==> config.mk <==
export PLATFORM = sky130hd
export DESIGN_NAME = stmbp_merge
export DESIGN_NICKNAME = d
export VERILOG_FILES = /design/src/hdl/stereo_track_mixer_balance_pan_core_defines.svh /design/src/hdl/stmbp_pkg.sv /design/src/hdl/stmbp_merge.sv
export SDC_FILE = /design/constraint.sdc
export NUM_CORES = 1
export LEC_CHECK = 0
export BUFFER_PORTS_ARGS = -buffer_cell sky130_fd_sc_hd__buf_2
export CAP_MARGIN = 20
export CORE_MARGIN = 2
export CORE_UTILIZATION = 40
export DETAILED_ROUTE_END_ITERATION = 10
export PLACE_DENSITY = 0.66
export SYNTH_ARGS = -nofsm -noshare
export SYNTH_HDL_FRONTEND = slang
export SYNTH_SLANG_ARGS = --single-unit
==> constraint.sdc <==
create_clock -name aclk -period 4.6 [get_ports aclk]
set_input_delay 0.69 -clock aclk [delete_from_list [all_inputs] [get_ports aclk]]
set_output_delay 0.69 -clock aclk [all_outputs]
set_load 0.02 [all_outputs]
==> src/hdl/stereo_track_mixer_balance_pan_core_defines.svh <==
// ----------------------------------------------------------------------------
// Stereo track mixer assertion macros
// Concurrent assertion wrappers, empty when SYNTHESIS is defined.
// ----------------------------------------------------------------------------
`ifndef STEREO_TRACK_MIXER_BALANCE_PAN_CORE_DEFINES_SVH
`define STEREO_TRACK_MIXER_BALANCE_PAN_CORE_DEFINES_SVH

`ifndef SYNTHESIS
`define STMBP_ASSERT_SAME(name, clk, rstn, pre, post, msg) \
    name: assert property (@(posedge clk) disable iff (!(rstn)) (pre) |-> (post)) \
        else $error(msg);
`define STMBP_ASSERT_NEXT(name, clk, rstn, pre, post, msg) \
    name: assert property (@(posedge clk) disable iff (!(rstn)) (pre) |=> (post)) \
        else $error(msg);
`else
`define STMBP_ASSERT_SAME(name, clk, rstn, pre, post, msg)
`define STMBP_ASSERT_NEXT(name, clk, rstn, pre, post, msg)
`endif

`endif

==> src/hdl/stmbp_pkg.sv <==
`timescale 1ns / 1ps
// ----------------------------------------------------------------------------
// Stereo track mixer package
// Widths, pipeline stage indexes, stage enable struct and the cosine table.
// ----------------------------------------------------------------------------
package stmbp_pkg;

    localparam int TRACKS          = 4;
    localparam int MAX_TRACKS      = 4;
    localparam int COS_TABLE_DEPTH = 256;

    localparam int SAMPLE_W   = 16;
    localparam int GAIN_W     = 16;
    localparam int PAN_W      = 16;
    localparam int MAG_W      = 15;
    localparam int FRAC_W     = 14;
    localparam int COS_W      = 16;
    localparam int IDX_W      = $clog2(COS_TABLE_DEPTH + 1);
    localparam int POS_W      = FRAC_W + 1 + IDX_W;
    localparam int COEF_W     = GAIN_W + COS_W;
    localparam int PROD_W     = SAMPLE_W + COEF_W + 1;
    localparam int ACC_W      = PROD_W + 2;
    localparam int Q_SHIFT    = FRAC_W + SAMPLE_W - 1;
    localparam int RND_W      = ACC_W - Q_SHIFT;

    localparam int IN_DATA_W  = 2 * SAMPLE_W * MAX_TRACKS;
    localparam int IN_USER_W  = MAX_TRACKS;
    localparam int OUT_DATA_W = 2 * SAMPLE_W;

    localparam int CFG_IDX_W  = $clog2(2 * TRACKS);
    localparam int CFG_ADDR_W = CFG_IDX_W + 2;
    localparam int CFG_DATA_W = 32;

    localparam logic [GAIN_W-1:0] GAIN_RESET = 16'd16384;
    localparam logic [PAN_W-1:0]  PAN_RESET  = 16'd0;
    localparam logic [COS_W-1:0]  COS_ONE    = 16'd32768;

    // pipeline stages
    localparam int ST_LOOKUP  = 0;
    localparam int ST_INTERP  = 1;
    localparam int ST_COEF    = 2;
    localparam int ST_PROD    = 3;
    localparam int ST_SUM     = 4;
    localparam int ST_OUT     = 5;
    localparam int NUM_STAGES = 6;

    typedef struct packed {
        logic lookup;
        logic interp;
        logic coef;
        logic prod;
        logic sum;
        logic out;
    } stmbp_stage_en_t;

    typedef logic [TRACKS-1:0][GAIN_W-1:0] gain_arr_t;
    typedef logic [TRACKS-1:0][PAN_W-1:0]  pan_arr_t;
    typedef logic [TRACKS-1:0][PROD_W-1:0] prod_arr_t;

    typedef logic [COS_W-1:0] cos_tab_t [0:COS_TABLE_DEPTH];

    localparam longint Q30_ONE     = 64'sd1 << 30;
    localparam longint Q30_HALF_PI = 64'sd1686629713;

    // cos over [0, pi/2] in Q1.15, Taylor series in Q30, rounded to nearest
    function automatic cos_tab_t build_cos_tab();
        cos_tab_t tab;
        longint   x;
        longint   x2;
        longint   t;
        longint   c;
        int       k;
        for (k = 0; k <= COS_TABLE_DEPTH; k++) begin
            x  = (Q30_HALF_PI * longint'(k)) / COS_TABLE_DEPTH;
            x2 = (x * x) >>> 30;
            t  = Q30_ONE;
            t  = Q30_ONE - ((x2 * t) / Q30_ONE) / 182;
            t  = Q30_ONE - ((x2 * t) / Q30_ONE) / 132;
            t  = Q30_ONE - ((x2 * t) / Q30_ONE) / 90;
            t  = Q30_ONE - ((x2 * t) / Q30_ONE) / 56;
            t  = Q30_ONE - ((x2 * t) / Q30_ONE) / 30;
            t  = Q30_ONE - ((x2 * t) / Q30_ONE) / 12;
            t  = Q30_ONE - ((x2 * t) / Q30_ONE) / 2;
            if (t < 0) begin
                t = 0;
            end
            c      = (t + (64'sd1 << 14)) >>> 15;
            tab[k] = c[COS_W-1:0];
        end
        return tab;
    endfunction

    localparam cos_tab_t COS_TAB = build_cos_tab();

endpackage

==> src/hdl/stmbp_merge.sv <==
`timescale 1ns / 1ps
// ----------------------------------------------------------------------------
// Stereo track mixer merge
// Sums the lane products per side, rounds to Q1.15 and saturates.
// ----------------------------------------------------------------------------
module stmbp_merge (
    input  logic                                aclk,
    input  stmbp_pkg::stmbp_stage_en_t          stage_en,
    input  stmbp_pkg::prod_arr_t                prod_left,
    input  stmbp_pkg::prod_arr_t                prod_right,
    output logic [stmbp_pkg::SAMPLE_W-1:0]      mix_left,
    output logic [stmbp_pkg::SAMPLE_W-1:0]      mix_right
);
    import stmbp_pkg::*;

    localparam logic signed [RND_W-1:0] SAT_HI = RND_W'(32767);
    localparam logic signed [RND_W-1:0] SAT_LO = -RND_W'(32768);
    localparam logic signed [ACC_W-1:0] ROUND_BIAS = ACC_W'(1) <<< (Q_SHIFT - 1);

    logic signed [ACC_W-1:0]    sum_left;
    logic signed [ACC_W-1:0]    sum_right;
    logic signed [ACC_W-1:0]    acc_left_reg;
    logic signed [ACC_W-1:0]    acc_right_reg;
    logic signed [ACC_W-1:0]    biased_left;
    logic signed [ACC_W-1:0]    biased_right;
    logic signed [RND_W-1:0]    rnd_left;
    logic signed [RND_W-1:0]    rnd_right;
    logic [SAMPLE_W-1:0]        sat_left;
    logic [SAMPLE_W-1:0]        sat_right;
    logic [SAMPLE_W-1:0]        mix_left_reg;
    logic [SAMPLE_W-1:0]        mix_right_reg;

    always_comb begin
        sum_left  = '0;
        sum_right = '0;
        for (int k = 0; k < TRACKS; k++) begin
            sum_left  = sum_left  + ACC_W'($signed(prod_left[k]));
            sum_right = sum_right + ACC_W'($signed(prod_right[k]));
        end
    end

    always_ff @(posedge aclk) begin
        if (stage_en.sum) begin
            acc_left_reg  <= sum_left;
            acc_right_reg <= sum_right;
        end
    end

    always_comb begin
        biased_left  = acc_left_reg  + ROUND_BIAS;
        biased_right = acc_right_reg + ROUND_BIAS;
        rnd_left     = RND_W'(biased_left  >>> Q_SHIFT);
        rnd_right    = RND_W'(biased_right >>> Q_SHIFT);
        if (rnd_left > SAT_HI) begin
            sat_left = SAT_HI[SAMPLE_W-1:0];
        end else if (rnd_left < SAT_LO) begin
            sat_left = SAT_LO[SAMPLE_W-1:0];
        end else begin
            sat_left = rnd_left[SAMPLE_W-1:0];
        end
        if (rnd_right > SAT_HI) begin
            sat_right = SAT_HI[SAMPLE_W-1:0];
        end else if (rnd_right < SAT_LO) begin
            sat_right = SAT_LO[SAMPLE_W-1:0];
        end else begin
            sat_right = rnd_right[SAMPLE_W-1:0];
        end
    end

    always_ff @(posedge aclk) begin
        if (stage_en.out) begin
            mix_left_reg  <= sat_left;
            mix_right_reg <= sat_right;
        end
    end

    assign mix_left  = mix_left_reg;
    assign mix_right = mix_right_reg;

endmodule

# Yosys cells after proc, flatten, opt, wreduce, memory -nomap -nowiden
# Cells that the tools add are included.
[totals]
reg_bits = 134
input_bits = 399
output_inout_bits = 32
elab_cells = 18
[op_classes]
add_sub_neg = 8
order_cmp = 4
muxes = 2
[op_table]
columns = ["operator", "count"]
rows = [
  ["$add 50x49->51", 2],
  ["$add 51x30->51 const B", 2],
  ["$add 51x49->51", 2],
  ["$add 49x49->50", 2],
  ["$gt 22x16->1 const B", 2],
  ["$lt 22x16->1 const B", 2],
  ["$mux 16", 2],
]

# Depth between registers and ports, before layout
# Gate-level depths: netlist of run 1.
[logic_depth]
ltp_word = 3
ltp_mapped = 15
mapped_depth_nobuf = 14

# Least setup slack after synthesis of run 1
# Ideal clock, no wire load.
[synth_timing]
path_type = "input-to-reg"
start = "input port prod_right[15] (netlist name)"
end = "register acc_right_reg[48], data pin"
setup_time_ns = 0.258
arrival_time_ns = 3.928
t_required_ns = 4.342
path_slack_ns = 0.414
cell_stages = 14
path_buffers = 0
cell_sequence = "inv_1 -> fa_1 -> fa_1 -> inv_1 -> ha_1 -> a21o_1 -> a21o_1 -> a211oi_1 -> a311o_1 -> a21oi_1 -> or2_2 -> a311o_1 -> a31oi_1 -> xnor2_1"
[synth_between]
elab_chain_len = 3
[synth_rtl]
columns = ["item", "line", "source"]
rows = [
  ["from (decl)", "stmbp_merge.sv:10", "input stmbp_pkg::prod_arr_t prod_right,"],
  ["$add 49x49->50", "stmbp_merge.sv:38", "sum_right = sum_right + ACC_W'($signed(prod_right[k]));"],
  ["$add 50x49->51", "stmbp_merge.sv:38", ""],
  ["$add 51x49->51", "stmbp_merge.sv:38", ""],
  ["named net sum_right[48]", "stmbp_merge.sv:21", "logic signed [ACC_W-1:0] sum_right;"],
  ["to (signal assigned)", "stmbp_merge.sv:45", "acc_right_reg <= sum_right;"],
  ["to (decl)", "stmbp_merge.sv:23", "logic signed [ACC_W-1:0] acc_right_reg;"],
]
# The timed path passes the listed nets, and every way through them passes these cells.
# A chain may end at the register's enable or synchronous reset.

# Final worst setup path of run 1
[layout_timing]
start = "input port prod_right[13] (netlist name)"
end = "register acc_right_reg[48], data pin"
# Same word-level chain as after synthesis.

==> flow_summary.toml, run 1 <==
[setup_path]
cp_max_fo = 3
worstPathArrival_ps = 4460
cp-end-kind = "flop"
worstSetupPathType = "in -> reg"
crit_buf_inv = 4
cp-startpoint = "prod_right[13]"
cp.required_ps = 4690
cp_top_family = "compound AO/OA/AOI/OAI gates"
path_cells = "buf_2, inv_1, fa_1, fa_1, inv_1, ha_1, a211oi_1, o21ai_0, a211oi_1, buf_4, a311o_1, a21oi_1, or2_2, a311o_1, a31oi_1, xnor2_1"
cp-start-kind = "primary input"
critical_path.slowest_cell = "fa_1"
reg2reg_from = "acc_left_reg[28]"
slowest_delay_ps = 520

[timing]
drv_slew = 0
hold_viol = 0
fmax_mhz = 229
min_period_over_period_pct = 95.0
final-setup-viol-count = 0
worstMarginPinSlew_ps = 1030
skew_ps = 11.3
rsz0062_at_grt = "false"
max_slew_margin_pct = 31.2
setup-tns-final_ps = 0
period_needed_ps = 4370

[yosys]
syn-num-nets = 2145
synthCells = 1452
syn_area_um2 = 12900
synth_ff_type = "edfxtp_1"
synth_area_per_cell_um2 = 8.87
synth_edf_count = 78
synthArstFlopShare_pct = 0
synth_warnings = 0
yosysSeqAreaShare_pct = 18.2
synth_seq_cells = 78
ys_types = 65

[pwr]
peakVddDrop_v = 0.000218
p_leak_nw = 9.04
power_mw = 5.89
p_per_area_nw_per_um2 = 370

[global_routing]
grt_pass1_vias = 11000
gr-usage-all-layers_pct = 19.2
grt_max_degree = 47
grt_pass1_wl_um = 51600
grt_overflow = 0
antenna_found_initial = 3

[place]
gp_congestion = 0.867
port-buffer-count = 426
dpl-instance-area_um2 = 15600
dpl.hpwl_um = 29100

[detailed_routing]
remaining_drc_errors = 0
first_iter_violations = 423
avgViaCountPerCell = 4.61
wl_per_cell_um = 13.9
ant_nets = 0
finalWirelength_um = 32000
dr.pass1.iters = 7
vias = 10600

[die]
dieWidth_um = 183
initial_core_util_pct = 40.7
std_cell_rows = 65
die_y_um = 183
core-area_um2 = 31600
io_pins = 431
dieArea_um2 = 33700

[cts]
cts_buffers = 9
path_clk_slew_ps = 70
cts_resized = 0
clock_path_buffers = 2
cts_tree = "yes"
clkSinkCount = 78
cts_setup_buffers = 0
cts_hold_buf = 0
cts_root_buf = "clkbuf_16"
clkLatencyLatePin_ps = 340
cts_max_level = 3

[worst_hold_path]
hold_class = "reg -> reg"
hold_start = "acc_left_reg[40]"

[final_layout]
design_area_um2 = 15900
finish.net_count = 2588
area_growth_pct = 23.4
drive_above_1_share_pct = 25.2
fillers = 3051

[status]
status = "finished, final reports clean"

[job]
maxCapViolCount = 0
==> where the power goes <==
| group | internal, mW | switching, mW | total (mW) |
|---|---|---|---|
| Clock | 0.376 | 0.311 | 0.687 |
| Sequential | 1.29 | 0.246 | 1.53 |
| Combinational | 1.63 | 2.03 | 3.66 |
| Total | 3.30 | 2.59 | 5.89 |
==> final timing paths <==
path | to | slack, ps | cells past startpoint
setup / recovery | acc_right_reg[48] | 230 | 16
hold / removal | mix_left[11] | 670 | 2
hold reg to reg | mix_left[11] | 670 | 2
setup reg to reg | mix_left[1] | 1340 | 9
==> worst reg2reg max path: cells and delay by family (launching register included) <==
| kind | cells | cell delay [ps] |
|---|---|---|
| adder cells (fa/ha/maj) | 1 | 220 |
| AO/OA/AOI/OAI | 2 | 1080 |
| AND/OR/NAND/NOR | 5 | 1120 |
| flip-flops | 1 | 380 |
| XOR/XNOR | 1 | 150 |
==> routing by layer <==
layer  track usage, %  part of all wire (%)  up-vias  wire length (um)
met5                0                     0        -                 0
met2             35.3                    51      313             16200
met4             5.57                   2.1        0               679
met1             23.6                    43     4980             13700
li1                 -                     -     5310                 -
met3             2.38                   4.5       32              1440
==> kinds of logic (layout without fill, tap and decap cells) <==
logic type | count (synthesis) | after routing | synth area share [%]
compound gates | 220 | 220 | 11.7
other cells | 0 | 3 | 0
xor+xnor | 73 | 73 | 4.96
simple gates | 214 | 214 | 8.42
fa+ha+maj | 294 | 294 | 40.0
flops | 78 | 78 | 18.2
buf+inv | 572 | 1020 | 16.7
mux | 1 | 1 | 0.0777
==> layout by cell type, fill, tap and decap left out, drive strengths merged, types with 5 or more instances in the layout <==
master / count
inv: 563
buf: 445
fa: 196
ha: 98
edfxtp: 78
o21ai: 54
nor2: 52
a21oi: 45
nand2: 42
xnor2: 42
a21o: 36
nand3: 32
xor2: 31
nand4: 21
and3: 18
nor3: 16
a211oi: 12
o21bai: 10
o21a: 9
clkbuf: 9
or2: 8
a31oi: 7
o211ai: 5
==> cell type report <==
cell class / instances / area (um2) / area share [%]
multi-input combinational: 802 / 8390 / 52.8
sequential: 78 / 2340 / 14.7
clock buffer: 9 / 225 / 1.42
timing repair buffer: 445 / 2270 / 14.3
tap: 402 / 503 / 3.16
inverter: 559 / 2100 / 13.2
antenna: 3 / 7.51 / 0.0472
clock inverter: 7 / 61.3 / 0.386
==> synthesized netlist by cell type, types with 16 or more instances <==
cell type	number	area, um2
a21o_1	36	270
a21oi_1	45	225
and3_1	18	113
edfxtp_1	78	2340
fa_1	196	3920
ha_1	98	1230
inv_1	559	2100
nand2_1	42	158
nand3_1	32	160
nand4_1	20	125
nor2_1	52	195
nor3_1	16	80.1
o21ai_0	53	265
xnor2_1	42	368
xor2_1	31	272
==> per-stage QoR <==
| step | setup WS [ps] | std cells | hold WS [ps] | utilization (%) |
|---|---|---|---|---|
| 2_1_floorplan | 414 | 1452 | 578 | - |
| 3_3_place_gp | -57.3 | 2286 | 636 | 49.3 |
| 3_5_place_dp | -121 | 2286 | 668 | 49.3 |
| 4_1_cts | 226 | 2302 | 652 | 50.2 |
| 5_1_grt | 2.72 | 2305 | 670 | 50.3 |
| 6_report | 230 | 2305 | 672 | 50.3 |
Note: power is estimated with default switching activity, not from simulation.
==> run 2: changes to the inputs <==
- BUFFER_PORTS_ARGS: -buffer_cell sky130_fd_sc_hd__buf_2 -> unset
- DONT_BUFFER_PORTS: unset -> 1
- PLACE_DENSITY: 0.66 -> unset
==> flow_summary.toml, run 2 (synthesis gave the netlist of run 1 again) <==
[cts]
cts_hold_buf = 0
cts_max_level = 3
cts_resized = 0
cts_root_buf = "clkbuf_16"
cts_buffers = 9
path_clk_slew_ps = 70
clock_path_buffers = 2
cts_tree = "yes"
clkSinkCount = 78
cts_setup_buffers = 0
clkLatencyLatePin_ps = 340

[setup_path]
reg2reg_from = "acc_left_reg[28]"
endpoint = "acc_right_reg[50]"
cp_top_family = "compound AO/OA/AOI/OAI gates"
worstSetupPathType = "in -> reg"
reg2regPathDepth = 10
cp_max_fo = 3
worstPathArrival_ps = 4340
slowest_delay_ps = 530
crit_buf_inv = 3
cp-start-kind = "primary input"
crit_cells = 15
cp-end-kind = "flop"
cp.required_ps = 4690
timing.rr.end = "mix_left[0]"
critical_path.slowest_cell = "fa_1"
cp-startpoint = "prod_right[15]"
path_cells = "inv_1, fa_1, fa_1, inv_1, ha_1, a21o_1, a21o_1, a211oi_1, buf_4, a311o_1, a21oi_1, o31a_1, or3b_1, a31oi_1, xnor2_1"
r2r_slack_ps = 1500

[detailed_routing]
dr.pass1.iters = 4
remaining_drc_errors = 0
ant_nets = 0
vias = 9133
finalWirelength_um = 29200
first_iter_violations = 326
wl_per_cell_um = 15.6
avgViaCountPerCell = 4.90

[die]
dieArea_um2 = 33700
die_y_um = 183
io_pins = 431
dieWidth_um = 183
core-area_um2 = 31600
initial_core_util_pct = 40.7
std_cell_rows = 65

[final_layout]
fillers = 3101
drive_above_1_share_pct = 2.80
area_growth_pct = 6.46
mostFrequentLayoutCells = "559 x inv_1, 196 x fa_1, 98 x ha_1"
finish.net_count = 2150
final_common_cell = "inv_1"
antenna_cells = 0
design_area_um2 = 13700

[place]
port-buffer-count = 0
gp_congestion = 0.917
pre_cts_ws_ps = -26.7
dpl-instance-area_um2 = 13400
dpl.hpwl_um = 26600

[global_routing]
gr-usage-all-layers_pct = 17.1
grt_overflow = 0
grt_pass1_wl_um = 45300
grt_pass1_vias = 9245
grt_max_degree = 47
antenna_found_initial = 1

[job]
maxCapViolCount = 0

[timing]
worstMarginPinSlew_ps = 678
drv_slew = 0
fmax_mhz = 235
setup_ws_ps = 352
skew_ps = 7.60
holdWs_ps = 452
hold_viol = 0
final-setup-viol-count = 0
max_slew_margin_pct = 54.6
period_needed_ps = 4250
rsz0062_at_grt = "false"
min_period_over_period_pct = 92.3

[pwr]
p_per_area_nw_per_um2 = 413
peakVddDrop_v = 0.000168
p_leak_nw = 7.33
power_mw = 5.66

[status]
status = "finished, final reports clean"

[worst_hold_path]
hold_class = "in -> reg"
-- run 2: changes by cell type in the layout (fill, tap and decap cells not counted) --
cell       previous run  this run
bufinv_16             0         2
diode_2               3         0
buf_4                19         7
buf_2               426         0
inv_6                 3         2
clkinv_4              1         0
-- run 2: layout make-up --
class / instances / area, um2 / area share [%]
Clock inverter: 7 / 104 / 0.757
Inverter: 559 / 2100 / 15.3
Sequential cell: 78 / 2340 / 17.1
Multi-Input combinational cell: 802 / 8390 / 61.2
Clock buffer: 9 / 225 / 1.64
Timing Repair Buffer: 7 / 52.6 / 0.383
Tap cell: 402 / 503 / 3.67
-- run 2: stage by stage --
step | utilization [%] | instances | TNS, ps
final | 43.3 | 1864 | 0
after floorplan | - | 1452 | 0
after CTS | 43.3 | 1864 | 0
after global routing | 43.3 | 1864 | 0
after detailed placement | 42.3 | 1848 | -63.5
after global placement | 42.3 | 1848 | -7.49
-- run 2: worst register-to-register path: stages (launching register included) --
cell and delay [ps]:
edfxtp_1 390, ha_1 220, nand2_1 110, or2_2 340, nor4_4 320, and2_1 240
nand3_1 80, o21ai_0 80, a32oi_1 120, o41ai_4 580, o21ai_0 310
-- run 2: worst min path at each step --
stage	start	to	slack, ps	cells past startpoint
after floorplan	acc_right_reg[50]	mix_right[15]	580	1
after global placement	acc_right_reg[50]	mix_right[15]	650	1
after detailed placement	acc_right_reg[50]	mix_right[15]	640	1
after CTS	stage_en[0]	mix_right[11]	440	0
after global routing	stage_en[0]	mix_right[11]	430	0
final	stage_en[0]	mix_right[14]	450	0
-- run 2: report_power, final --
group	switching, mW	total (mW)	internal [mW]
clock	0.298	0.781	0.482
sequential	0.410	1.71	1.30
combinational	1.76	3.17	1.41
-- run 2: routing by layer --
layer / global-route usage (%) / part of all wire (%)
met1: 20.5 / 41
met2: 31.6 / 52
met4: 4.54 / 2.1
met3: 2.85 / 5.1
met5: 0 / 0.045
==> run 3: changes to the inputs <==
- ABC_AREA: unset -> 1
==> flow_summary.toml, run 3 <==
[status]
status = "finished, final reports clean"

[cts]
path_clk_slew_ps = 70
cts_hold_buf = 0
cts_root_buf = "clkbuf_16"
cts_buffers = 9
cts_tree = "yes"
clkSinkCount = 78
cts_setup_buffers = 0
clkLatencyLatePin_ps = 350
clock_path_buffers = 2
cts_resized = 0
cts_max_level = 3

[pwr]
p_per_area_nw_per_um2 = 425
p_leak_nw = 9.51
peakVddDrop_v = 0.000212

[timing]
final-setup-viol-count = 0
worstMarginPinSlew_ps = 863
hold_viol = 0
skew_ps = 11.5
rsz0062_at_grt = "false"
setup-tns-final_ps = 0
period_needed_ps = 3550
max_slew_margin_pct = 41.9
drv_slew = 0
fmax_mhz = 282
min_period_over_period_pct = 77.1

[final_layout]
area_growth_pct = 5.57
post-route-util_pct = 42.9
design_area_um2 = 17500
drive_above_1_share_pct = 2.16
finish.net_count = 3184
final_common_cell = "inv_1"
mostFrequentLayoutCells = "767 x inv_1, 564 x nand2_1, 252 x nor2_1"
antenna_cells = 0

[setup_path]
slowest_delay_ps = 630
path_cells = "inv_1, fa_1, inv_1, fa_1, ha_1, a21oi_1, o21ai_0, nor2_1, o21ai_0, nand3_1, nand4_1, nand2_1"
cp_top_family = "adder cells"
cp.required_ps = 4690
critical_path.slowest_cell = "fa_1"
worstPathArrival_ps = 3640
reg2reg_from = "acc_left_reg[28]"
cp-startpoint = "prod_right[3]"
worstSetupPathType = "in -> reg"
cp_max_fo = 5
cp-start-kind = "primary input"
crit_buf_inv = 2
cp-end-kind = "flop"

[job]
maxCapViolCount = 0

[place]
dpl.hpwl_um = 45500
dpl-instance-area_um2 = 17200
gp_congestion = 0.950
port-buffer-count = 0

[yosys]
synthCells = 2485
synthAdderAreaFrac_pct = 31.1
synth.mux.area_fraction_pct = 0
synth_ff_type = "edfxtp_1"
synth_compound_area_share_pct = 8.99
synth_xor_area_share_pct = 1.90
synth_area_per_cell_um2 = 6.67
synthArstFlopShare_pct = 0
synth_edf_count = 78
syn_area_um2 = 16600
synth-simple-area-share_pct = 26.2
synth_top_area_cell = "fa_1"
yosysSeqAreaShare_pct = 14.1
ys_types = 36
synth_top_area_share_pct = 23.7
synth_top_family_by_area = "adder cells"
synthTopCellsByCount = "767 x inv_1, 564 x nand2_1, 252 x nor2_1"
synth_seq_cells = 78
synth_area_leaders = "fa_1 24%, inv_1 17%, edfxtp_1 14%, nand2_1 13%, ha_1 7.4%"
syn-num-nets = 3178
synth.most_common_cell = "inv_1"
synth_warnings = 0

[global_routing]
grt_max_degree = 47
grt_overflow = 0
grt_pass1_vias = 15300
gr-usage-all-layers_pct = 23.2
antenna_found_initial = 0
grt_pass1_wl_um = 79100

[worst_hold_path]
hold_class = "in -> reg"
hold_start = "stage_en[0]"

[detailed_routing]
remaining_drc_errors = 0
avgViaCountPerCell = 4.93
finalWirelength_um = 49400
ant_nets = 0
vias = 14900
first_iter_violations = 788
wl_per_cell_um = 16.3
dr.pass1.iters = 5

[die]
dieArea_um2 = 43100
io_pins = 431
initial_core_util_pct = 40.6
core-area_um2 = 40800
die_y_um = 208
std_cell_rows = 74
dieWidth_um = 208
## run 3: worst register-to-register path: stages (launching register included)
cell and delay, ps:
edfxtp_1 510, ha_1 300, inv_2 60, nor2_4 160, nand2_4 90, nor2_4 140
nand4_1 90, nand2_1 130, nand3_1 80, nor2_1 90, nand3_1 80, nand2_2 220
nand2_1 120
## run 3: logic make-up after synthesis
| group | Yosys count |
|---|---|
| fa+ha+maj | 294 |
| compound gates | 275 |
| simple gates | 1027 |
| buf+inv | 775 |
| flops | 78 |
| xor+xnor | 36 |
## run 3: per-stage QoR
stage	hold slack, ps	std cells	total power [mW]	setup WS [ps]
3_5_place_dp	622	3012	6.69	716
5_1_grt	435	3028	8.27	848
6_report	453	3028	7.45	1050
4_1_cts	434	3028	7.46	1070
2_1_floorplan	586	2485	5.18	1380
3_3_place_gp	601	3012	6.68	718
## run 3: layout make-up
type                       instances  area (um2)
clock buffer                       9         225
sequential                        78        2340
clock inverter                     7        81.3
multi-input combinational       1632       11300
inverter                         770        2890
fill                            4420       23300
tap                              532         666
## run 3: final timing paths
kind | to | cells past startpoint | slack, ps
worst max-delay path | acc_right_reg[46] | 12 | 1050
worst min-delay path | mix_right[11] | 0 | 450
worst max register to register | mix_left[14] | 12 | 2250
worst min register to register | mix_right[15] | 2 | 640
## run 3: per-layer routing
layer / vias to the layer above / part of all wire, % / wire length (um) / GRT usage [%]
met3: 69 / 4.7 / 2320 / 2.92
met4: 0 / 2.8 / 1380 / 6.35
li1: 7432 / - / - / -
met2: 475 / 48 / 23700 / 40.6
met5: - / 0 / 0 / 0
met1: 6946 / 44 / 22000 / 30.2
## run 3: report_power, final
group	switching [mW]	total, mW	leakage (nW)	internal, mW
clock	0.302	0.729	0.147	0.427
sequential	0.418	1.65	0.753	1.23
combinational	3.37	5.07	8.61	1.69
total	4.09	7.45	9.51	3.35
