==> src/hdl/stereo_track_mixer_balance_pan_core_defines.svh <==
// ----------------------------------------------------------------------------
// Stereo track mixer assertion macros
// Concurrent assertion wrappers, empty when SYNTHESIS is defined.
// ----------------------------------------------------------------------------
`ifndef STEREO_TRACK_MIXER_BALANCE_PAN_CORE_DEFINES_SVH
`define STEREO_TRACK_MIXER_BALANCE_PAN_CORE_DEFINES_SVH

`ifndef SYNTHESIS
`define STMBP_ASSERT_SAME(name, clk, rstn, pre, post, msg) \
    name: assert property (@(posedge clk) disable iff (!(rstn)) (pre) |-> (post)) \
        else $error(msg);
`define STMBP_ASSERT_NEXT(name, clk, rstn, pre, post, msg) \
    name: assert property (@(posedge clk) disable iff (!(rstn)) (pre) |=> (post)) \
        else $error(msg);
`else
`define STMBP_ASSERT_SAME(name, clk, rstn, pre, post, msg)
`define STMBP_ASSERT_NEXT(name, clk, rstn, pre, post, msg)
`endif

`endif

==> src/hdl/stmbp_pkg.sv <==
`timescale 1ns / 1ps
// ----------------------------------------------------------------------------
// Stereo track mixer package
// Widths, pipeline stage indexes, stage enable struct and the cosine table.
// ----------------------------------------------------------------------------
package stmbp_pkg;

    localparam int TRACKS          = 4;
    localparam int MAX_TRACKS      = 4;
    localparam int COS_TABLE_DEPTH = 256;

    localparam int SAMPLE_W   = 16;
    localparam int GAIN_W     = 16;
    localparam int PAN_W      = 16;
    localparam int MAG_W      = 15;
    localparam int FRAC_W     = 14;
    localparam int COS_W      = 16;
    localparam int IDX_W      = $clog2(COS_TABLE_DEPTH + 1);
    localparam int POS_W      = FRAC_W + 1 + IDX_W;
    localparam int COEF_W     = GAIN_W + COS_W;
    localparam int PROD_W     = SAMPLE_W + COEF_W + 1;
    localparam int ACC_W      = PROD_W + 2;
    localparam int Q_SHIFT    = FRAC_W + SAMPLE_W - 1;
    localparam int RND_W      = ACC_W - Q_SHIFT;

    localparam int IN_DATA_W  = 2 * SAMPLE_W * MAX_TRACKS;
    localparam int IN_USER_W  = MAX_TRACKS;
    localparam int OUT_DATA_W = 2 * SAMPLE_W;

    localparam int CFG_IDX_W  = $clog2(2 * TRACKS);
    localparam int CFG_ADDR_W = CFG_IDX_W + 2;
    localparam int CFG_DATA_W = 32;

    localparam logic [GAIN_W-1:0] GAIN_RESET = 16'd16384;
    localparam logic [PAN_W-1:0]  PAN_RESET  = 16'd0;
    localparam logic [COS_W-1:0]  COS_ONE    = 16'd32768;

    // pipeline stages
    localparam int ST_LOOKUP  = 0;
    localparam int ST_INTERP  = 1;
    localparam int ST_COEF    = 2;
    localparam int ST_PROD    = 3;
    localparam int ST_SUM     = 4;
    localparam int ST_OUT     = 5;
    localparam int NUM_STAGES = 6;

    typedef struct packed {
        logic lookup;
        logic interp;
        logic coef;
        logic prod;
        logic sum;
        logic out;
    } stmbp_stage_en_t;

    typedef logic [TRACKS-1:0][GAIN_W-1:0] gain_arr_t;
    typedef logic [TRACKS-1:0][PAN_W-1:0]  pan_arr_t;
    typedef logic [TRACKS-1:0][PROD_W-1:0] prod_arr_t;

    typedef logic [COS_W-1:0] cos_tab_t [0:COS_TABLE_DEPTH];

    localparam longint Q30_ONE     = 64'sd1 << 30;
    localparam longint Q30_HALF_PI = 64'sd1686629713;

    // cos over [0, pi/2] in Q1.15, Taylor series in Q30, rounded to nearest
    function automatic cos_tab_t build_cos_tab();
        cos_tab_t tab;
        longint   x;
        longint   x2;
        longint   t;
        longint   c;
        int       k;
        for (k = 0; k <= COS_TABLE_DEPTH; k++) begin
            x  = (Q30_HALF_PI * longint'(k)) / COS_TABLE_DEPTH;
            x2 = (x * x) >>> 30;
            t  = Q30_ONE;
            t  = Q30_ONE - ((x2 * t) / Q30_ONE) / 182;
            t  = Q30_ONE - ((x2 * t) / Q30_ONE) / 132;
            t  = Q30_ONE - ((x2 * t) / Q30_ONE) / 90;
            t  = Q30_ONE - ((x2 * t) / Q30_ONE) / 56;
            t  = Q30_ONE - ((x2 * t) / Q30_ONE) / 30;
            t  = Q30_ONE - ((x2 * t) / Q30_ONE) / 12;
            t  = Q30_ONE - ((x2 * t) / Q30_ONE) / 2;
            if (t < 0) begin
                t = 0;
            end
            c      = (t + (64'sd1 << 14)) >>> 15;
            tab[k] = c[COS_W-1:0];
        end
        return tab;
    endfunction

    localparam cos_tab_t COS_TAB = build_cos_tab();

endpackage

==> src/hdl/stmbp_regs.sv <==
`timescale 1ns / 1ps
// ----------------------------------------------------------------------------
// Stereo track mixer configuration registers
// APB-style register file holding per-track gain and pan.
// ----------------------------------------------------------------------------
module stmbp_regs (
    input  logic                             aclk,
    input  logic                             aresetn,
    input  logic                             psel,
    input  logic                             penable,
    input  logic                             pwrite,
    input  logic [stmbp_pkg::CFG_ADDR_W-1:0] paddr,
    input  logic [stmbp_pkg::CFG_DATA_W-1:0] pwdata,
    output logic [stmbp_pkg::CFG_DATA_W-1:0] prdata,
    output logic                             pready,
    output stmbp_pkg::gain_arr_t             gain,
    output stmbp_pkg::pan_arr_t              pan
);
    import stmbp_pkg::*;

    gain_arr_t              gain_reg;
    gain_arr_t              gain_next;
    pan_arr_t               pan_reg;
    pan_arr_t               pan_next;
    logic [CFG_IDX_W-1:0]   reg_idx;
    logic                   wr_en;

    assign pready  = 1'b1;
    assign reg_idx = paddr[CFG_ADDR_W-1:2];
    assign wr_en   = psel && penable && pwrite && pready;

    always_comb begin
        gain_next = gain_reg;
        pan_next  = pan_reg;
        prdata    = '0;
        for (int k = 0; k < TRACKS; k++) begin
            if (reg_idx == CFG_IDX_W'(k)) begin
                prdata = CFG_DATA_W'(gain_reg[k]);
                if (wr_en) begin
                    gain_next[k] = pwdata[GAIN_W-1:0];
                end
            end
            if (reg_idx == CFG_IDX_W'(TRACKS + k)) begin
                prdata = CFG_DATA_W'(pan_reg[k]);
                if (wr_en) begin
                    pan_next[k] = pwdata[PAN_W-1:0];
                end
            end
        end
    end

    always_ff @(posedge aclk) begin
        if (!aresetn) begin
            for (int k = 0; k < TRACKS; k++) begin
                gain_reg[k] <= GAIN_RESET;
                pan_reg[k]  <= PAN_RESET;
            end
        end else begin
            gain_reg <= gain_next;
            pan_reg  <= pan_next;
        end
    end

    assign gain = gain_reg;
    assign pan  = pan_reg;

endmodule

==> config.mk <==
export PLATFORM = sky130hd
export DESIGN_NAME = stmbp_regs
export DESIGN_NICKNAME = d
export VERILOG_FILES = /design/src/hdl/stereo_track_mixer_balance_pan_core_defines.svh /design/src/hdl/stmbp_pkg.sv /design/src/hdl/stmbp_regs.sv
export SDC_FILE = /design/constraint.sdc
export NUM_CORES = 1
export LEC_CHECK = 0
export BUFFER_PORTS_ARGS = -buffer_cell sky130_fd_sc_hd__buf_2
export CAP_MARGIN = 30
export CORE_ASPECT_RATIO = 2
export CORE_MARGIN = 2
export CORE_UTILIZATION = 50
export DETAILED_ROUTE_END_ITERATION = 10
export HOLD_SLACK_MARGIN = 0.05
export PLACE_DENSITY = 0.78
export SLEW_MARGIN = 20
export SYNTH_ARGS = -nofsm -noshare
export SYNTH_HDL_FRONTEND = slang
export SYNTH_SLANG_ARGS = --single-unit
==> constraint.sdc <==
create_clock -name aclk -period 2.2 [get_ports aclk]
set_input_delay 0.44 -clock aclk [delete_from_list [all_inputs] [get_ports aclk]]
set_output_delay 0.44 -clock aclk [all_outputs]
set_load 0.03 [all_outputs]
# --- After elaboration in Yosys (flattened, before gate mapping) ---
# Index checks and enable logic that the tools add are counted.
# Widths: inputs -> output; s select.
totals:
  wordCells: 34
  n_memories: 0
  output_inout_bits: 161
  regBits: 128
  ramBits: 0
  latch_bits: 0
  romBits: 0
  input_bits: 42
classes:
  n_shift: 0
  bitwise_logic: 0
  n_reduce_logical: 11
  eq_ne: 7
  div_mod_pow: 0
  multipliers: 0
  n_mux: 8
  n_lt_le_gt_ge: 0
  addsub: 0
ops:
  columns: ["op", "count"]
  rows:
  - ["$mux 32", 6]
  - ["$mux 16", 2]
  - ["$reduce_and 2->1", 8]
  - ["$eq 3x3->1 const B", 4]
  - ["$eq 3x2->1 const B", 2]
  - ["$eq 3x1->1 const B", 1]
  - ["$logic_not 3->1", 1]
  - ["$logic_and 1x1->1", 2]

# --- Logic depth before layout (Yosys ltp) ---
# Gate-level depths: netlist (run 1).
depth:
  depth_word: 9
  ltp_mapped: 7
  depth_no_buf: 3

# --- Worst setup path after synthesis (run 1) ---
# No wires, ideal clock.
synth_path:
  path_type: "input port to output port"
  start: "in paddr[2] (netlist bit)"
  end: "out prdata[10] (netlist bit)"
  t_arrival_ns: 1.936
  path_stages: 6
  setup_slack_ns: -0.176
  required_ns: 1.760
  path_cell_list: "buf_4 -> buf_2 -> buf_2 -> buf_2 -> nand3_1 -> a32oi_1"
synth_via:
  elab_chain_len: 9
  elab_cells_between_ends: 16
  classes_between: "eq/ne: 7; mux: 8; reduce/logical: 1"
synth_lines:
  columns: ["item", "line", "source"]
  rows:
  - ["start: declaration", "stmbp_regs.sv:12", "input logic [stmbp_pkg::CFG_ADDR_W-1:0] paddr,"]
  - ["$logic_not 3->1", "stmbp_regs.sv:37", "if (reg_idx == CFG_IDX_W'(k)) begin"]
  - ["$mux 16", "stmbp_regs.sv:37", null]
  - ["$mux 16", "stmbp_regs.sv:43", "if (reg_idx == CFG_IDX_W'(TRACKS + k)) begin"]
  - ["$mux 32", "stmbp_regs.sv:37", null]
  - ["$mux 32", "stmbp_regs.sv:43", null]
  - ["$mux 32", "stmbp_regs.sv:37", null]
  - ["$mux 32", "stmbp_regs.sv:43", null]
  - ["$mux 32", "stmbp_regs.sv:37", null]
  - ["$mux 32 (*)", "stmbp_regs.sv:43", null]
  - ["end: declaration", "stmbp_regs.sv:14", "output logic [stmbp_pkg::CFG_DATA_W-1:0] prdata,"]
# Mark *: on every way between the ends. The rest lies on a longest branch, timed or not.

# --- Final worst setup path (run 1) ---
layout_path:
  start: "in paddr[2] (netlist bit)"
  end: "out prdata[12] (netlist bit)"
# Same word-level chain as after synthesis.

==> results.md, run 1 <==
- Drt initial violations: 273
- Nets: 814
- Worst setup margin: 42.1 ps
- Worst Skew: 0 ps
- Congestion Overflow GR: 0
- PnR Total Power: 5950 uW
- Vias in the first global route: 5,188
- Sequential fraction of the synthesis area: 43.2%
- Die height: 158 um
- Synth area leader: dfxtp_1
- Row count: 56
- CP delay by family, top: multiplexers
- Final Cell Area: 7800 um^2
- Crit-path slowest cell: mux4_2
- Fin. Hold Viols: 0
- # IOs: 203
- Fillers: 942
- Via count: 5,188
- RR Startpoint: gain[62]
- Initial antenna violation count: 0
- Max-cap violations: 0
- Most numerous cell in the Yosys netlist: nand2_1
- DRC errors left: 0
- Area grow syn2layout: 31.6%
- CTS H-tree depth: 4
- Pre-CTS WS: -19.4 ps
- Post-CTS Setup Bufs: 0
- Die area: 12,800 um^2
- Bufs on Longest Clock Path: 2
- Routability Congestion: 0.909
- Max IR drop VDD: 0.606 mV
- Fraction of layout cells with a size suffix above 1: 36.6%
- Core ar.: 11,600 um^2
- Post-DRT Antenna Nets: 0
- #FFs+latches synth: 128
- Library cells used by synthesis: 40
- Synth Cell Area: 5930 um^2
- Clk_lat worst skew: 420 ps
- Worst setup path start: paddr[2]
- CTS tree: yes
- Crit. End Element: output port
- Reg-to-reg endpoint: gain[62]
- Routed len/inst: 18.6 um
- Worst-path fanout max: 9
- CP arrival: 1720 ps
- R2r worst-path depth: 2
- Hold Buf Count CTS: 0
- CP most frequent cell: buf_2
- Crit path cell chain: buf_2 -> buf_12 -> mux4_2 -> mux2_2 -> buf_2
- Area of the multi-input gates: 3120 um^2
- Period utilisation layout: 98.1%
- WL final: 17.3 mm
- FF+latch area: 2560 um^2
- Max-slew violation count: 0
- Largest net degree at the start of global routing: 54
- CP Launch Type: primary input
- Top achievable clock speed: 0.463 GHz
- Synth area leaders: dfxtp_1 (43%), mux2i_1 (24%), nand2_1 (9.4%)
- Crit Path Class: primary input to output port
- CP Capture Point: prdata[12]
- CTS sink cnt: 128
- Critical Path RT: 1760 ps
- Worst R2R Setup Slack: 1450 ps
- Number of diodes: 0
- Die W: 81.0 um
- Post-DR vias/cell: 5.58
- CP max stage delay: 520 ps
- Port bufs: 167
- Clk pin slew, worst setup/hold paths: 60 ps
- DP HPWL: 12.6 mm
- CTS buffer count: 17
- RSZ-0062 raised after global routing: false
- EDFF count, synth: 0
- Synth Area per Inst: 10.1 um^2
- Synth cell count leaders: nand2_1 (148), mux2i_1 (145), dfxtp_1 (128)
- Tot GR Track Use: 27.6%
- Placed Area: 7110 um^2
- Period minus WS final: 2160 ps
- Setup tns final: 0 ps
- Initial DRT Pass Iterations: 5
- Leak pwr: 0.00366 uW
- Yosys top cell area share: 43.2%
- Ys async rst share: 0%
- Final setup vio count: 0
- Post-Syn Instances: 588
- Root Buffer: clkbuf_16
- PwrDens: 762 nW/um^2
- Initial Util: 51.0%
- Class of the worst hold path: primary input to register
- Status: complete, no violations
- Synth Warn #: 0
- Synth Flop Type: dfxtp_1
- Worst path depth: 5
- First-pass GRT wire length: 26.5 mm
- Buf+Inv Stages, Crit Path: 3
==> stage by stage <==
stage          utilization, %  cells  hold slack [ps]
2_1_floorplan               -    603              590
3_3_place_gp             61.2    898              452
6_report                 67.1    930              362
4_1_cts                  66.9    930              350
3_5_place_dp             61.2    898              467
5_1_grt                  67.1    930              352
==> tightest hold or removal path, delay by kind of cell <==
family	cells	cell delay, ps
buffers and inverters	1	110
multiplexers	1	130
AND/OR/NAND/NOR	1	50
==> where the power goes <==
part	switching [uW]	total, uW	internal (uW)
Sequential	14.9	2350	2340
Combinational	315	479	163
Clock	1050	3120	2070
Total	1380	5950	4570
==> cell usage in the layout, fill, tap and decap left out, types with 3 or more instances in the layout <==
cell	instances
a32o_1	4
a32oi_2	3
buf_12	6
buf_2	164
buf_4	41
bufinv_16	5
clkbuf_16	17
clkinvlp_4	3
conb_1	17
dfxtp_1	128
inv_1	5
mux2_2	12
mux2i_1	145
mux4_2	12
nand2_1	148
nor2_2	5
nor2b_1	10
o21ai_0	5
o221ai_1	6
o32a_1	4
==> cells by family after synthesis <==
group	share of synthesized area, %
AOI/OAI and AO/OA	5.69
muxes	31.3
buffers and inverters	6.39
DFF	43.2
other	0.127
and+or+nand+nor	13.3
==> routing by layer <==
| metal | wire length (um) | GRT usage, % |
|---|---|---|
| met4 | 545 | 14.9 |
| met1 | 6240 | 28.9 |
| met2 | 9550 | 49.8 |
| met5 | 0 | 0 |
| met3 | 997 | 5.76 |
==> what timing repair did <==
item / 4_1_cts / 5_1_grt
setup endpoints to repair: 6 / 6
gates cloned: 0 / 0
gates resized for setup: 1 / 7
==> final cells by class <==
class / instances / area share [%]
multi-input cells: 408 / 40.0
flip-flops and latches: 128 / 32.8
inverters: 5 / 0.241
repair buffers: 212 / 16.1
clock inverters: 13 / 2.68
clock buffers: 19 / 5.80
well taps: 145 / 2.32
==> worst min path at each step <==
stage	start	endpoint	cells past startpoint	slack, ps
floorplan	gain[52]	gain[52]	2	590
global placement	pan[16]	pan[16]	2	450
detailed placement	pan[47]	pan[47]	2	470
CTS	pwdata[14]	gain[14]	3	350
global route	pwdata[14]	gain[14]	3	350
finish	pwdata[14]	gain[14]	3	360
(Power assumes the default switching activity.)
==> run 2, diff against run 1 <==
--- a/config.mk
+++ b/config.mk
@@ -5,7 +5,7 @@
 export SDC_FILE = /design/constraint.sdc
 export NUM_CORES = 1
 export LEC_CHECK = 0
-export BUFFER_PORTS_ARGS = -buffer_cell sky130_fd_sc_hd__buf_2
+export BUFFER_PORTS_ARGS = -buffer_cell sky130_fd_sc_hd__buf_4
 export CAP_MARGIN = 30
 export CORE_ASPECT_RATIO = 2
 export CORE_MARGIN = 2
==> run 2 against run 1 <==
- clock-buffer cell count unchanged
- global-route usage about the same
- non-clock buffer count down 5
- via count down 1.3%
- sequential power about the same
- worst hold slack worse by 55 ps
- combinational power up 3%
==> results.md, run 2 (synthesized netlist as in run 1, its figures left out) <==
- Initial Util: 51.0% (unchanged)
- Part of the power in combinational logic: 8.4% (+0.4 points)
- Grt peak-use layer: met2
- Pint: 4470 uW (-2.1%)
- Critical Path RT: 1760 ps (about the same)
- R2r worst-path depth: 2 (unchanged)
- Port bufs: 167 (unchanged)
- Worst Skew: 0 ps (unchanged)
- Hold depth: 3 (unchanged)
- Placed Area: 7470 um^2 (+5.0%)
- Largest net degree at the start of global routing: 43 (-20%)
- Routed len/inst: 19.0 um (+2.1%)
- Max IR drop VDD: 0.810 mV (+34%)
- PnR Total Power: 5860 uW (-1.4%)
- Congestion Overflow GR: 0 (unchanged)
- CTS H-tree depth: 4 (unchanged)
- RR Startpoint: gain[46]
- # resized after CTS: 0 (-1)
- Final setup vio count: 0 (unchanged)
- Post-DRT Antenna Nets: 0 (unchanged)
- Post-CTS Setup Bufs: 0 (unchanged)
- Clk pin slew, worst setup/hold paths: 50 ps (about the same)
- Area grow syn2layout: 36.8%
- Status: complete, no violations
- DRC errors left: 0 (unchanged)
- Final Util: 69.8% (+2.7 points)
- Die height: 158 um (unchanged)
- Crit Path Class: primary input to output port
- Die W: 81.0 um (unchanged)
- Reg-to-reg endpoint: gain[46]
- Via count: 5,121 (-1.3%)
- Vias in the first global route: 5,030 (-3.0%)
- Top achievable clock speed: 0.458 GHz (-1.2%)
- Period minus WS final: 2180 ps (+25.4 ps)
- Met2 Usage GRT: 50.0% (+0.24 points)
- Core ar.: 11,600 um^2 (unchanged)
- Tot GR Track Use: 27.6% (about the same)
- Hold Buf Count CTS: 0 (unchanged)
- GR Util met1: 29.4% (+0.46 points)
- DP HPWL: 12.6 mm (about the same)
- Class of the worst hold path: primary input to register
- Commonest non-fill, non-tap cell in the layout: buf_4
- Number of diodes: 0 (unchanged)
- Worst-path fanout max: 15 (+6)
- CP Launch Type: primary input
- Fin. Hold Viols: 0 (unchanged)
- # IOs: 203 (unchanged)
- Net Switching: 1390 uW (+0.88%)
- Hold Slack: 307 ps (-55.3 ps)
- First-pass GRT wire length: 26.4 mm (-0.37%)
- CP arrival: 1740 ps (+20 ps)
- CTS sink cnt: 128 (unchanged)
- Worst hold start: pwdata[14]
- Max-slew violation count: 0 (unchanged)
- Final Cell Area: 8120 um^2 (+4.0%)
- Hold EP: gain[14]
- Fraction of layout cells with a size suffix above 1: 35.9% (-0.66 points)
- Worst setup path start: paddr[4]
- Initial antenna violation count: 0 (unchanged)
- Die area: 12,800 um^2 (unchanged)
- PwrDens: 722 nW/um^2 (-5.2%)
- WL final: 17.6 mm (+1.6%)
- Worst R2R Setup Slack: 1480 ps (+30 ps)
- Commonest non-fill, non-tap cells in the layout: buf_4 (202), nand2_1 (148), mux2i_1 (145)
- Routability Congestion: 0.887 (-2.3%)
- CTS buffer count: 17 (unchanged)
- Row count: 56 (unchanged)
- Met3 usage: 6.27% (+0.51 points)
- Sequential power share: 40.1% (+0.6 points)
- Nets: 809 (-0.61%)
- Root Buffer: clkbuf_16
- Sw frac: 23.7% (+0.54 points)
- Fillers: 881 (-6.5%)
- Leak pwr: 0.00363 uW (-0.81%)
- Crit. End Element: output port
- Bufs on Longest Clock Path: 2 (unchanged)
- Drt initial violations: 260 (-4.8%)
- Post-DR vias/cell: 5.54 (-0.76%)
- Max-cap violations: 0 (unchanged)
- Period utilisation layout: 99.2% (+1.2 points)
- Clock power frac: 51.5% (-0.9 points)
- Clk_lat worst skew: 410 ps (about the same)
- Initial DRT Pass Iterations: 8 (+3)
- CTS tree: yes
-- run 2: worst max-delay path, cell delays in order --
cell and delay, ps:
buf_4 250, buf_4 290, mux2_2 360, nand2_1 90, a32oi_2 110, buf_4 190
-- run 2: cell type report --
type	instances	area, um^2	share of cell area [%]
Multi-Input combinational cell	408	3110	38.3
Clock inverter	13	185	2.28
Sequential cell	128	2560	31.6
Tap cell	145	181	2.24
Timing Repair Buffer	207	1610	19.8
Clock buffer	19	453	5.58
Inverter	5	18.8	0.231
-- run 2: worst max path at each step --
stage	end	slack, ps	depth (start not counted)
floorplan	prdata[10]	-2	6
global route	prdata[1]	-0.7	6
finish	prdata[1]	20	6
CTS	prdata[15]	30	4
detailed placement	prdata[15]	30	4
global placement	prdata[15]	20	4
-- run 2: power groups by stage --
| stage | registers (uW) | logic, uW | clock network (uW) |
|---|---|---|---|
| 6_report | 2350 | 494 | 3020 |
| 5_1_grt | 2350 | 523 | 3140 |
| 4_1_cts | 2350 | 490 | 3030 |
| 3_5_place_dp | 2400 | 486 | 0 |
| 3_3_place_gp | 2400 | 479 | 0 |
| 2_1_floorplan | 2430 | 304 | 0 |
-- run 2: metal layers --
metal | vias to the layer above | routed length [um]
li1 | 2375 | -
met2 | 217 | 9740
met1 | 2493 | 6320
met3 | 36 | 995
met4 | 0 | 542
met5 | - | 0
-- run 2: metrics by stage --
step	worst slack, ps	std cells	TNS [ps]
after floorplan	-1.51	603	-1.51
after global placement	23.1	893	0
after detailed placement	29.8	893	0
after CTS	28.1	925	0
after global routing	-0.709	925	-0.709
final	16.7	925	0
==> run 3, diff against run 2 <==
--- a/config.mk
+++ b/config.mk
@@ -9,11 +9,11 @@
 export CAP_MARGIN = 30
 export CORE_ASPECT_RATIO = 2
 export CORE_MARGIN = 2
-export CORE_UTILIZATION = 50
+export CORE_UTILIZATION = 40
 export DETAILED_ROUTE_END_ITERATION = 10
+export GPL_ROUTABILITY_DRIVEN = 0
 export HOLD_SLACK_MARGIN = 0.05
-export PLACE_DENSITY = 0.78
-export SLEW_MARGIN = 20
+export PLACE_DENSITY = 0.64
 export SYNTH_ARGS = -nofsm -noshare
 export SYNTH_HDL_FRONTEND = slang
 export SYNTH_SLANG_ARGS = --single-unit
==> run 3 against run 2 <==
- final cell count up 5.4%
- clock-buffer cell count up 1
- first-iteration DRC count down 16%
- final area up 0.71%
- fmax up 3.8%
- clock skew unchanged
- routed wire length down 2.0%
==> results.md, run 3 (synthesized netlist as in run 1, its figures left out) <==
- Routed len/inst: 17.7 um (-7.0%)
- # IOs: 203 (unchanged)
- Largest net degree at the start of global routing: 37 (-14%)
- Commonest non-fill, non-tap cell in the layout: buf_4
- Initial antenna violation count: 0 (unchanged)
- Worst R2R Setup Slack: 1460 ps (-20 ps)
- Core ar.: 14,700 um^2 (+26%)
- CTS buffer count: 17 (unchanged)
- Period minus WS final: 2100 ps (-80.2 ps)
- CP Capture Point: prdata[12]
- PwrDens: 689 nW/um^2 (-4.6%)
- Die area: 15,900 um^2 (+24%)
- Critical Path RT: 1760 ps (about the same)
- Area grow syn2layout: 37.8%
- Crit Path Class: register to output port
- Worst setup margin: 96.9 ps (+80.2 ps)
- Clk_lat worst skew: 410 ps (about the same)
- Congestion Overflow GR: 0 (unchanged)
- Post-CTS Setup Bufs: 0 (unchanged)
- RSZ-0062 raised after global routing: false
- Pre-CTS WS: -25.1 ps (-54.9 ps)
- Post-DR vias/cell: 5.02 (-9.3%)
- Final Cell Area: 8170 um^2 (+0.71%)
- CTS tree: yes
- Die W: 90.1 um (+11%)
- Final setup vio count: 0 (unchanged)
- Fillers: 1,333 (+51%)
- CP arrival: 1660 ps (-80 ps)
- Clk pin slew, worst setup/hold paths: 60 ps (about the same)
- Tot GR Track Use: 21.7% (-5.8 points)
- Class of the worst hold path: primary input to register
- RR Startpoint: gain[59]
- Crit-path slowest cell: mux4_2
- Vias in the first global route: 4,827 (-4.0%)
- Crit path cell chain: mux4_2 -> mux2_2 -> buf_4
- CTS sink cnt: 128 (unchanged)
- Max-slew violation count: 0 (unchanged)
- Max-cap violations: 0 (unchanged)
- CP max stage delay: 470 ps (+110 ps)
- First-pass GRT wire length: 27.1 mm (+2.6%)
- Worst Skew: 0 ps (unchanged)
- CP Launch Type: register
- Fin. Hold Viols: 0 (unchanged)
- Final Util: 55.8% (-14 points)
- Top achievable clock speed: 0.475 GHz (+3.8%)
- FF+latch area: 2560 um^2 (unchanged)
- R2r worst-path depth: 2 (unchanged)
- Worst setup path start: pan[28]
- Die height: 176 um (+12%)
- Root Buffer: clkbuf_16
- CTS H-tree depth: 4 (unchanged)
- Row count: 63 (+13%)
- Area of the multi-input gates: 3100 um^2 (-0.24%)
- Bufs on Longest Clock Path: 2 (unchanged)
- DP HPWL: 12.2 mm (-3.2%)
- Nets: 809 (unchanged)
- Commonest non-fill, non-tap cells in the layout: buf_4 (198), nand2_1 (148), mux2i_1 (145)
- Initial Util: 40.5% (-11 points)
- Max IR drop VDD: 0.542 mV (-33%)
- Initial DRT Pass Iterations: 5 (-3)
- Worst-path fanout max: 3 (-12)
- Leak pwr: 0.00361 uW (-0.58%)
- Via count: 4,895 (-4.4%)
- WL final: 17.3 mm (-2.0%)
- Hold Buf Count CTS: 0 (unchanged)
- Number of diodes: 0 (unchanged)
- Post-DRT Antenna Nets: 0 (unchanged)
- Crit. End Element: output port
- Drt initial violations: 218 (-16%)
- DRC errors left: 0 (unchanged)
- Placed Area: 7570 um^2 (+1.3%)
- Status: complete, no violations
- Port bufs: 167 (unchanged)
- Reg-to-reg endpoint: gain[59]
- Period utilisation layout: 95.6% (-3.6 points)
- Fraction of layout cells with a size suffix above 1: 35.5% (-0.38 points)
[run 3: how the worst min path moves through the flow]
stage	from	end	slack, ps	cells past startpoint
floorplan	gain[52]	gain[52]	590	2
global placement	pan[18]	pan[18]	460	2
detailed placement	pan[18]	pan[18]	460	2
CTS	pwdata[14]	gain[14]	310	3
global route	pwdata[14]	gain[14]	340	3
finish	pwdata[14]	gain[14]	320	3
[run 3: what timing repair did]
item | CTS | global route
gates resized for setup | 1 | 3
setup endpoints to repair | 2 | 8
pin swaps | 0 | 0
[run 3: final cells by class]
type	count	area share [%]
clock buffers	20	5.59
clock inverters	12	1.64
inverters	5	0.230
multi-input cells	408	37.9
flip-flops and latches	128	31.3
well taps	195	2.98
repair buffers	207	20.3
[run 3: through the flow]
step	total power [uW]	setup TNS [ps]	instances	hold WS, ps
5_1_grt	5830	0	975	336
6_report	5630	0	975	321
3_5_place_dp	2900	-26.1	943	463
4_1_cts	5680	0	975	308
3_3_place_gp	2900	-12.1	943	456
2_1_floorplan	2740	-1.51	603	590
[run 3: per-layer routing]
layer  vias up  track usage [%]  part of all wire (%)
met5         -                0                     0
met4         0             6.67                   1.9
met3        23             6.53                   7.0
met2       176             35.8                    48
met1      2323             27.4                    43
li1       2373                -                     -
[run 3: report_power, final]
group	internal, uW	total [uW]	switching, uW
clock	1730	2780	1050
sequential	2340	2350	15.1
combinational	187	502	315
total	4250	5630	1380
[run 3: critical path: cells and delay by family (launching register included)]
| family | cells | cell delay, ps |
|---|---|---|
| mux | 2 | 750 |
| flops | 1 | 330 |
| buf+inv | 1 | 170 |
